### config.mk
export PLATFORM = sky130hd
export DESIGN_NAME = sprs_ctrl
export DESIGN_NICKNAME = d
export VERILOG_FILES = /design/src/sprs_pkg.sv /design/src/sprs_ctrl.sv
export SDC_FILE = /design/constraint.sdc
export NUM_CORES = 1
export LEC_CHECK = 0
export ABC_CLOCK_PERIOD_IN_PS = 2650
export BUFFER_PORTS_ARGS = -buffer_cell sky130_fd_sc_hd__buf_2
export CORE_AREA = 10 10 56 58
export DETAILED_ROUTE_END_ITERATION = 10
export DIE_AREA = 0 0 66 68
export GPL_ROUTABILITY_DRIVEN = 0
export PLACE_DENSITY = 0.78
export SLEW_MARGIN = 20
export SYNTH_ARGS = -nofsm -noshare
export SYNTH_HDL_FRONTEND = slang
export SYNTH_SLANG_ARGS = --single-unit
### constraint.sdc
create_clock -name i_clk -period 2.65 [get_ports i_clk]
set_input_delay 0.1325 -clock i_clk [delete_from_list [all_inputs] [get_ports i_clk]]
set_output_delay 0.1325 -clock i_clk [all_outputs]
set_load 0.01 [all_outputs]
### src/sprs_pkg.sv
// Shared constants, codes and types for the sparse row store.
package sprs_pkg;

    localparam int ROWS   = 64;
    localparam int COLS   = 64;
    localparam int SLOTS  = 16;
    localparam int VW     = 32;
    localparam int RW     = $clog2(ROWS);
    localparam int CW     = $clog2(COLS);
    localparam int SW     = $clog2(SLOTS);
    localparam int FW     = $clog2(SLOTS + 1);
    localparam int AW     = RW + SW;
    localparam int CFGW   = 7;
    localparam int CFG_IW = 1;

    localparam logic [CFG_IW-1:0] REG_ROWS = 1'd0;
    localparam logic [CFG_IW-1:0] REG_COLS = 1'd1;

    localparam logic [2:0] MODE_SET   = 3'd0;
    localparam logic [2:0] MODE_GET   = 3'd1;
    localparam logic [2:0] MODE_ALLOC = 3'd2;
    localparam logic [2:0] MODE_VEC   = 3'd3;
    localparam logic [2:0] MODE_ACC   = 3'd4;
    localparam logic [2:0] MODE_MUL   = 3'd5;

    localparam logic [1:0] ST_OK    = 2'd0;
    localparam logic [1:0] ST_RANGE = 2'd1;
    localparam logic [1:0] ST_FULL  = 2'd2;

    typedef enum logic [4:0] {
        DOP_NONE,
        DOP_LATCH,
        DOP_DECODE,
        DOP_SEEK_RD,
        DOP_SEEK_CMP,
        DOP_MISS,
        DOP_SHIFT_RD,
        DOP_SHIFT_WR,
        DOP_INSERT,
        DOP_OUT,
        DOP_MROW,
        DOP_MSTART,
        DOP_MRD,
        DOP_MVEC,
        DOP_MMUL,
        DOP_MACC,
        DOP_MDONE
    } t_op;

    typedef struct packed {
        t_op op;
    } t_cmd;

    typedef struct packed {
        logic [2:0] mode;
        logic       oor;
        logic       seek_end;
        logic       col_lt;
        logic       col_eq;
        logic       full;
        logic       shift_done;
        logic       m_end;
        logic       last;
        logic       out_free;
    } t_stat;

    typedef struct packed {
        logic [CW-1:0] col;
        logic [VW-1:0] val;
    } t_entry;

endpackage

### src/sprs_ctrl.sv
// Controller state machine: sequences seek, shift, insert and multiply steps.
module sprs_ctrl (
    input  logic            i_clk,
    input  logic            i_rst_n,
    input  logic            i_in_valid,
    output logic            o_in_ready,
    input  sprs_pkg::t_stat i_stat,
    output sprs_pkg::t_cmd  o_cmd
);

    typedef enum logic [16:0] {
        S_IDLE     = 17'b00000000000000001,
        S_DECODE   = 17'b00000000000000010,
        S_SEEK_RD  = 17'b00000000000000100,
        S_SEEK_CMP = 17'b00000000000001000,
        S_MISS     = 17'b00000000000010000,
        S_SHIFT_RD = 17'b00000000000100000,
        S_SHIFT_WR = 17'b00000000001000000,
        S_INSERT   = 17'b00000000010000000,
        S_RESP     = 17'b00000000100000000,
        S_MROW     = 17'b00000001000000000,
        S_MSTART   = 17'b00000010000000000,
        S_MRD      = 17'b00000100000000000,
        S_MVEC     = 17'b00001000000000000,
        S_MMUL     = 17'b00010000000000000,
        S_MACC     = 17'b00100000000000000,
        S_MDONE    = 17'b01000000000000000,
        S_MOUT     = 17'b10000000000000000
    } t_state;

    t_state r_state, n_state;

    always_ff @(posedge i_clk) begin
        if (!i_rst_n) begin
            r_state <= S_IDLE;
        end else begin
            r_state <= n_state;
        end
    end

    always_comb begin
        n_state    = r_state;
        o_cmd.op   = sprs_pkg::DOP_NONE;
        o_in_ready = 1'b0;
        unique case (r_state)
            S_IDLE: begin
                o_in_ready = 1'b1;
                if (i_in_valid) begin
                    o_cmd.op = sprs_pkg::DOP_LATCH;
                    n_state  = S_DECODE;
                end
            end
            S_DECODE: begin
                o_cmd.op = sprs_pkg::DOP_DECODE;
                if (i_stat.mode > sprs_pkg::MODE_MUL) n_state = S_IDLE;
                else if (i_stat.oor) n_state = S_RESP;
                else if (i_stat.mode == sprs_pkg::MODE_VEC
                      || i_stat.mode == sprs_pkg::MODE_ACC) n_state = S_RESP;
                else if (i_stat.mode == sprs_pkg::MODE_MUL) n_state = S_MROW;
                else n_state = S_SEEK_RD;
            end
            S_SEEK_RD: begin
                o_cmd.op = sprs_pkg::DOP_SEEK_RD;
                n_state  = i_stat.seek_end ? S_MISS : S_SEEK_CMP;
            end
            S_SEEK_CMP: begin
                o_cmd.op = sprs_pkg::DOP_SEEK_CMP;
                if (i_stat.col_lt) n_state = S_SEEK_RD;
                else if (i_stat.col_eq) n_state = S_RESP;
                else n_state = S_MISS;
            end
            S_MISS: begin
                o_cmd.op = sprs_pkg::DOP_MISS;
                if (i_stat.mode == sprs_pkg::MODE_GET || i_stat.full) n_state = S_RESP;
                else n_state = S_SHIFT_RD;
            end
            S_SHIFT_RD: begin
                o_cmd.op = sprs_pkg::DOP_SHIFT_RD;
                n_state  = i_stat.shift_done ? S_INSERT : S_SHIFT_WR;
            end
            S_SHIFT_WR: begin
                o_cmd.op = sprs_pkg::DOP_SHIFT_WR;
                n_state  = S_SHIFT_RD;
            end
            S_INSERT: begin
                o_cmd.op = sprs_pkg::DOP_INSERT;
                n_state  = S_RESP;
            end
            S_RESP: begin
                if (i_stat.out_free) begin
                    o_cmd.op = sprs_pkg::DOP_OUT;
                    n_state  = S_IDLE;
                end
            end
            S_MROW: begin
                o_cmd.op = sprs_pkg::DOP_MROW;
                n_state  = S_MSTART;
            end
            S_MSTART: begin
                o_cmd.op = sprs_pkg::DOP_MSTART;
                n_state  = S_MRD;
            end
            S_MRD: begin
                o_cmd.op = sprs_pkg::DOP_MRD;
                n_state  = i_stat.m_end ? S_MDONE : S_MVEC;
            end
            S_MVEC: begin
                o_cmd.op = sprs_pkg::DOP_MVEC;
                n_state  = S_MMUL;
            end
            S_MMUL: begin
                o_cmd.op = sprs_pkg::DOP_MMUL;
                n_state  = S_MACC;
            end
            S_MACC: begin
                o_cmd.op = sprs_pkg::DOP_MACC;
                n_state  = S_MRD;
            end
            S_MDONE: begin
                o_cmd.op = sprs_pkg::DOP_MDONE;
                n_state  = S_MOUT;
            end
            S_MOUT: begin
                if (i_stat.out_free) begin
                    o_cmd.op = sprs_pkg::DOP_OUT;
                    n_state  = i_stat.last ? S_IDLE : S_MROW;
                end
            end
            default: begin
                n_state = S_IDLE;
            end
        endcase
    end

endmodule

# == Word-level counts from Yosys, hierarchy flattened ==
# Cells that the tools add are included.
# classes
eq_ne,24
shifts,0
mul,0
magnitude_cmp,1
addsub,0
bitwise_logic,0
n_reduce_logical,5
div,0
muxes,19
# op_table
cell,count
17-bit case mux with 16 select lines,1
5-bit case mux with 16 select lines,1
17-bit 2-to-1 mux,3
10-bit 2-to-1 mux,5
9-bit 2-to-1 mux,3
17-bit by 1-bit equality test with 1-bit output (second input constant),1
17-bit by 10-bit equality test with 1-bit output (second input constant),1
17-bit by 11-bit equality test with 1-bit output (second input constant),1
17-bit by 12-bit equality test with 1-bit output (second input constant),1
17-bit by 13-bit equality test with 1-bit output (second input constant),1
17-bit by 14-bit equality test with 1-bit output (second input constant),1
17-bit by 15-bit equality test with 1-bit output (second input constant),1
17-bit by 16-bit equality test with 1-bit output (second input constant),1
17-bit equality test (second input constant),1
17-bit by 2-bit equality test with 1-bit output (second input constant),1
17-bit by 3-bit equality test with 1-bit output (second input constant),1
17-bit by 4-bit equality test with 1-bit output (second input constant),1
17-bit by 5-bit equality test with 1-bit output (second input constant),1
17-bit by 6-bit equality test with 1-bit output (second input constant),1
17-bit by 7-bit equality test with 1-bit output (second input constant),1
17-bit by 8-bit equality test with 1-bit output (second input constant),1
17-bit by 9-bit equality test with 1-bit output (second input constant),1
16-bit 2-to-1 mux,1
8-bit 2-to-1 mux,1
other kinds (11),17
# totals
output_inout_bits,6
ram_bits,0
romBits,0
latchBits,0
ff_bits,17
mem_count,0
inputBits,15
word_cells,50

# == Depth between registers and ports, before layout ==
# Gate-level depths: netlist (run 1).
# logic_depth
word_depth,6
ltp_mapped,7
depth_no_buf,6

# == Least setup slack after synthesis (run 1) ==
# OpenSTA, ideal clock, no wires.
# synth_timing
kind,register -> register
startpoint,register r_state[4]
endpoint,register r_state[0]
setup_ns,0.121
t_required_ns,2.529
stages_incl_launch_ff,8
path_buffers,1
period_less_slack_ns,1.867
slack_ns,0.783
arrival_ns,1.747
path_cell_list,dfxtp_1 -> buf_4 -> nor4_4 -> nand4_1 -> nor4_2 -> a211oi_1 -> a31oi_1 -> o21ai_1
# synth_between
elab_chain_cells,3
elab_cells_between_ends,23
classes_between,eq/ne (20); mux (1); reduce/logical (2)
# synth_lines
element,line,rtl
from (decl),sprs_ctrl.sv:31,"t_state r_state, n_state;"
from (signal assigned),sprs_ctrl.sv:37,r_state <= n_state;
17-bit by 15-bit equality test with 1-bit output (tied with other cells),sprs_ctrl.sv:45,unique case (r_state)
2-bit OR reduction (no source line) / 2-bit inequality test (equally long branches),-,
17-bit case mux with 16 select lines / 3-bit AND reduction (equally long branches),-,
# Several ways; a longest one is shown, not always the timed one.
# A chain may end at the register's enable or synchronous reset.

==> key figures, run 1 <==
Synthesis
  – Yosys top cell area share: 30.2%
  – Avg Inst Size Synth: 8.05 sq um
  – Mux contribution to synthesized area: 0%
  – Post-synth EDFFs: 0
  – Synth Area in Compound Gates: 16.5%
  – Synth Flop Type: dfxtp_1
  – Synthesis-stage register bit count: 17
  – Simple-gate area share of the yosys netlist: 42.8%
  – Post-synthesis sequential area ratio: 30.2%
  – Area of the mapped netlist: 1130 sq um
  – Synthesized net count: 155
  – Area leader, netlist: dfxtp_1
  – Yosys cell types: 42
  – Largest family of logic cells by synthesized area: simple AND/OR/NAND/NOR gates
  – Dominant cells by area after synthesis: dfxtp_1, nor2_1, nor4_4, xnor2_1, nor3_1
  – Gate Count Post-Synth: 140
  – Async S/R FF share, synth: 0%
  – Adder-cell area share of the yosys netlist: 0%
  – Yosys warns: 0
  – Xor/xnor share of the synthesized area: 4.66%

STA
  – Final setup viols: 0
  – Min Tclk post-route: 2.46 ns
  – Tcrit/Tclk final: 92.7%
  – Setup_tns: 0 ns
  – Final Hold Viols: 0
  – Clk_skew: 0.00842 ns
  – Worst Tran Pin Value: 0.479 ns
  – Relative slew slack: 67.6%
  – Setup ws final: 0.193 ns
  – RSZ-0062 raised after global routing: no
  – Max Transition Viols Final: 0
  – Fmax: 407 MHz

Min path
  – Hold EP: r_state[2]
  – Hold Crit Start: i_stat[6]
  – HP Class: in -> reg
  – Worst hold stages: 3

Detailed routing
  – Via density: 6.05
  – Pre-Repair DR Iteration Count: 4
  – Post-route DRC violation count: 0
  – Total Routed Length: 3040 um
  – Post-route ant nets: 0
  – DR iter-0 viols: 98
  – Drt wl/cell: 15.9 um
  – Via count: 1156

Clock tree
  – Setup repair bufs after CTS: 0
  – Clk sinks: 17
  – TritonCTS clock tree: yes
  – Clock Latency Late Sink: 0.30 ns
  – CTS H-tree lvls: 1
  – Cts bufs inserted: 3
  – Clock tree buffer depth: 2
  – Worst-path clk slew: 0.10 ns
  – Root Buffer: clkbuf_4

Global routing
  – Vias in the first global route: 1093
  – Overflow after GRT: 0
  – Initial antenna violation count: 0
  – Largest net degree at the start of global routing: 10
  – Global-route wire length before repair: 5000 um
  – GRT Resource Usage Total: 14.2%

Finish
  – Max reg flops: 17
  – Footprint of the multi-input gates: 737 sq um
  – Final Non-Filler Cells: 191
  – Layout cells sized above 1: 20.9%
  – Filler cells: 205
  – Finished Core Util: 62.0%
  – Total Nets Final: 179
  – Biggest regs: r_state: 17 flops
  – Reg area: 340 sq um
  – Largest register by flop count: r_state
  – Ant. Diodes: 0
  – Layout area overhead: 15.9%

Die
  – Chip width: 66 um
  – Initial Utilization: 53.5%
  – # rows: 17
  – Placeable Area: 2110 sq um
  – Die footprint: 4490 sq um
  – Die Y: 68 um
  – IO Pins: 21

Worst setup path
  – Setup Crit Path Kind: reg -> out
  – R2R Setup Slk: 0.55 ns
  – Critical Path RT: 2.52 ns
  – Critical Path Sink Type: primary output
  – RR Startpoint: r_state[0]
  – Critical path's slowest cell: nor4b_4
  – CP arrival: 2.32 ns
  – Crit path max fanout: 8
  – Worst r2r dst: r_state[0]
  – Crit-path cells: nor4_4 -> nand4_1 -> nor4b_4 -> a21oi_1 -> nand3_1 -> buf_2
  – Worst path buffer plus inverter count: 1
  – Setup crit start kind: register
  – R2R depth: 6
  – Family with the most delay on the worst path: simple AND/OR/NAND/NOR gates
  – Max incr delay on CP: 0.46 ns

Placement
  – Setup slack at placement: 0.494 ns
  – DP Cell Count: 184
  – Hpwl dp: 2350 um
  – Port Buffers: 20

Job
  – Max-cap violations: 0

Power and ir drop
  – Power Total: 511 uW
  – VDD IR max: 193 uV
  – Pwr dens: 392 nW/um^2
  – Static Leak: 0.518 nW

Run status
  – Status: finished clean
[power by group]
group          total, mW  internal [mW]  switching (mW)
clock network      0.143         0.0587          0.0840
logic             0.0993         0.0428          0.0565
registers          0.269          0.259          0.0104
total              0.511          0.361           0.151
[logic make-up (layout without fill, tap and decap cells)]
logic type             Yosys count  after routing
flip-flops                      17             17
AND/OR/NAND/NOR                 78             78
buffers and inverters           14             37
AO/OA/AOI/OAI                   25             25
XOR/XNOR                         6              6
[per-layer routing]
metal / GRT usage (%) / vias to the layer above / wire length [um]
met5: 0 / - / 0
met4: 8.64 / 0 / 130
met3: 2.77 / 13 / 261
met2: 22.8 / 61 / 1400
met1: 17.1 / 513 / 1240
li1: - / 569 / -
[how the worst max path moves through the flow]
stage	startpoint	endpoint	slack (ns)	cells after the start
6_report	r_state[0]	o_cmd[3]	0.19	6
5_1_grt	r_state[0]	o_cmd[3]	0.02	6
4_1_cts	r_state[0]	o_cmd[3]	0.15	6
3_5_place_dp	r_state[0]	o_cmd[3]	0.49	6
3_3_place_gp	r_state[0]	o_cmd[3]	0.56	6
2_1_floorplan	r_state[4]	r_state[0]	0.78	7
[Yosys cell counts, types with 4 or more instances]
library cell / number
nand2_1: 7
dfxtp_1: 17
inv_1: 9
nor3_1: 10
xnor2_1: 6
nor2_1: 20
nand4_1: 4
nand3_1: 6
nor4_1: 5
a21oi_1: 6
and3_1: 5
nand2b_1: 5
[per-stage QoR]
step | hold slack (ns) | cell area [sq um]
final | 0.0772 | 1310
after global placement | 0.303 | 1230
after detailed placement | 0.305 | 1230
after floorplan | 0.204 | 1130
after CTS | 0.0724 | 1290
after global routing | 0.103 | 1310
[worst register-to-register path, cell delays in order (launching register included)]
cell and delay, ns:
dfxtp_1 0.44, nor4_4 0.41, nand4_1 0.36, nor4b_4 0.46, a2111oi_2 0.09, a31oi_1 0.16
o21ai_1 0.07
[repair_timing]
item	in CTS	in global routing
setup endpoints to repair	0	4
hold endpoints to repair	3	0
gates resized for setup	0	2
hold buffers	3	0
[cells in the final DEF, fill, tap and decap left out, types with 2 or more instances in the layout]
cell type / instances
nor4b_1: 2
nor4_4: 3
nor3b_1: 3
nand2_1: 7
and4_1: 3
a32o_1: 2
a211oi_1: 2
and3_1: 5
buf_2: 20
clkbuf_4: 3
a21oi_1: 6
nand3_1: 6
nand4_1: 4
nor3_1: 10
xnor2_1: 6
dlygate4sd3_1: 3
o21ai_0: 2
nand2b_1: 5
nor4_2: 2
dfxtp_1: 17
nor4_1: 4
inv_1: 9
nor2_1: 20
[layout make-up]
cell class | instances | area share [%]
repair buffers | 23 | 9.96
multi-input cells | 109 | 56.4
inverters | 10 | 2.87
flip-flops and latches | 17 | 26.1
clock buffers | 4 | 2.01
well taps | 28 | 2.68
(Power assumes the default switching activity.)
==> inputs of run 2 (changes only) <==
Settings changed: GPL_ROUTABILITY_DRIVEN 0 to default, REMOVE_ABC_BUFFERS from default to 1.
==> key figures, run 2 (synthesis results as in run 1) <==
Run status
  – Status: finished clean

Global routing
  – Initial antenna violation count: 0
  – GRT Resource Usage Total: 14.2%
  – Largest net degree at the start of global routing: 10
  – Global-route wire length before repair: 5040 um
  – Vias in the first global route: 1102
  – Overflow after GRT: 0

Power and ir drop
  – VDD IR max: 260 uV
  – Internal: 360 uW
  – Pwr dens: 395 nW/um^2
  – Sw Ratio: 29.8%
  – Clock power share: 28.1%
  – Static Leak: 0.518 nW
  – Comb power frac: 19.5%
  – Sequential share of power: 52.4%
  – Power Total: 513 uW
  – Psw: 153 uW

Detailed routing
  – Via count: 1144
  – Total Routed Length: 3030 um
  – Post-route DRC violation count: 0
  – Drt wl/cell: 15.9 um
  – DR iter-0 viols: 106
  – Post-route ant nets: 0
  – Via density: 5.99
  – Pre-Repair DR Iteration Count: 5

Placement
  – Routability cong.: 0.945
  – Hpwl dp: 2300 um
  – DP Cell Count: 184
  – Port Buffers: 20

STA
  – Setup_tns: 0 ns
  – Max Transition Viols Final: 0
  – Final setup viols: 0
  – Final Hold Viols: 0
  – Hold Slack: 0.0671 ns
  – Min Tclk post-route: 2.45 ns
  – Clk_skew: 0.00969 ns
  – RSZ-0062 raised after global routing: no
  – Worst Tran Pin Value: 0.499 ns
  – Fmax: 407 MHz
  – Relative slew slack: 66.7%
  – Tcrit/Tclk final: 92.6%

Finish
  – Total Nets Final: 179
  – Commonest non-fill, non-tap cells in the layout: nor2_1, buf_2, dfxtp_1, nor3_1, inv_1
  – Layout cells sized above 1: 20.2%
  – Final Non-Filler Cells: 191
  – Max reg flops: 17
  – Footprint of the multi-input gates: 731 sq um
  – Ant. Diodes: 0
  – Filler cells: 186
  – Layout area overhead: 15.3%
  – Largest register by flop count: r_state
  – Reg area: 340 sq um
  – Finished Core Util: 61.7%
  – Biggest regs: r_state: 17 flops

Worst setup path
  – Setup Crit Path Kind: reg -> out
  – Critical Path Sink Type: primary output
  – Setup crit start kind: register
  – Max incr delay on CP: 0.47 ns
  – Crit-path cells: nor4_4 -> nand4_1 -> nor4b_4 -> a21oi_1 -> nand3_1 -> buf_2
  – Critical Path RT: 2.52 ns
  – Worst path buffer plus inverter count: 1
  – Family with the most delay on the worst path: simple AND/OR/NAND/NOR gates
  – Crit path max fanout: 8
  – Critical path's slowest cell: nor4b_4
  – CP arrival: 2.32 ns

Job
  – Max-cap violations: 0

Die
  – Chip width: 66 um
  – Die Y: 68 um
  – IO Pins: 21
  – Placeable Area: 2110 sq um
  – Die footprint: 4490 sq um
  – # rows: 17
  – Initial Utilization: 53.5%

Clock tree
  – Cts bufs inserted: 3
  – Worst-path clk slew: 0.11 ns
  – Clock tree buffer depth: 2
  – Clk sinks: 17
  – CTS H-tree lvls: 1
  – Clock Latency Late Sink: 0.30 ns
  – Root Buffer: clkbuf_4
  – Setup repair bufs after CTS: 0
  – TritonCTS clock tree: yes

Min path
  – HP Class: in -> reg
-- run 2: worst paths after layout --
check | depth (start not counted) | startpoint | slack, ns | end
hold / removal | 3 | i_stat[6] | 0.07 | r_state[2]
setup reg to reg | 6 | r_state[0] | 0.54 | r_state[0]
hold reg to reg | 2 | r_state[8] | 0.56 | r_state[8]
setup / recovery | 6 | r_state[0] | 0.20 | o_cmd[3]
-- run 2: metal layers --
| metal | vias to the layer above | GRT usage [%] | wire [um] |
|---|---|---|---|
| li1 | 570 | - | - |
| met1 | 514 | 17.1 | 1260 |
| met2 | 54 | 23.3 | 1470 |
| met3 | 6 | 3.92 | 253 |
| met4 | 0 | 6.02 | 42 |
| met5 | - | 0 | 0 |
-- run 2: final cells by class --
class	count	area share [%]
flip-flops and latches	17	26.2
well taps	28	2.69
multi-input cells	109	56.2
clock buffers	4	2.02
inverters	10	2.89
repair buffers	23	10.0
-- run 2: through the flow --
stage / instance area, sq um / worst slack [ns]
after detailed placement: 1230 / 0.517
after global routing: 1300 / 0.0772
final: 1300 / 0.195
after global placement: 1230 / 0.539
after floorplan: 1100 / 0.815
after CTS: 1290 / 0.150
-- run 2: repair_timing --
action,in CTS,in global routing
gates resized for setup,0,1
endpoints found under the setup margin,0,1
hold buffers,3,0
endpoints found under the hold margin,3,0
-- run 2: tightest hold or removal path: cells and delay by family --
family                 cells  cell delay [ns]
AOI/OAI and AO/OA          1             0.05
buffers and inverters      1             0.09
and+or+nand+nor            1             0.07
-- run 2: power groups by stage --
stage / clock (mW) / sequential (mW) / combinational [mW]
2_1_floorplan: 0 / 0.272 / 0.0598
3_3_place_gp: 0 / 0.274 / 0.0911
3_5_place_dp: 0 / 0.274 / 0.0937
4_1_cts: 0.146 / 0.269 / 0.0980
5_1_grt: 0.160 / 0.270 / 0.110
6_report: 0.144 / 0.269 / 0.0998
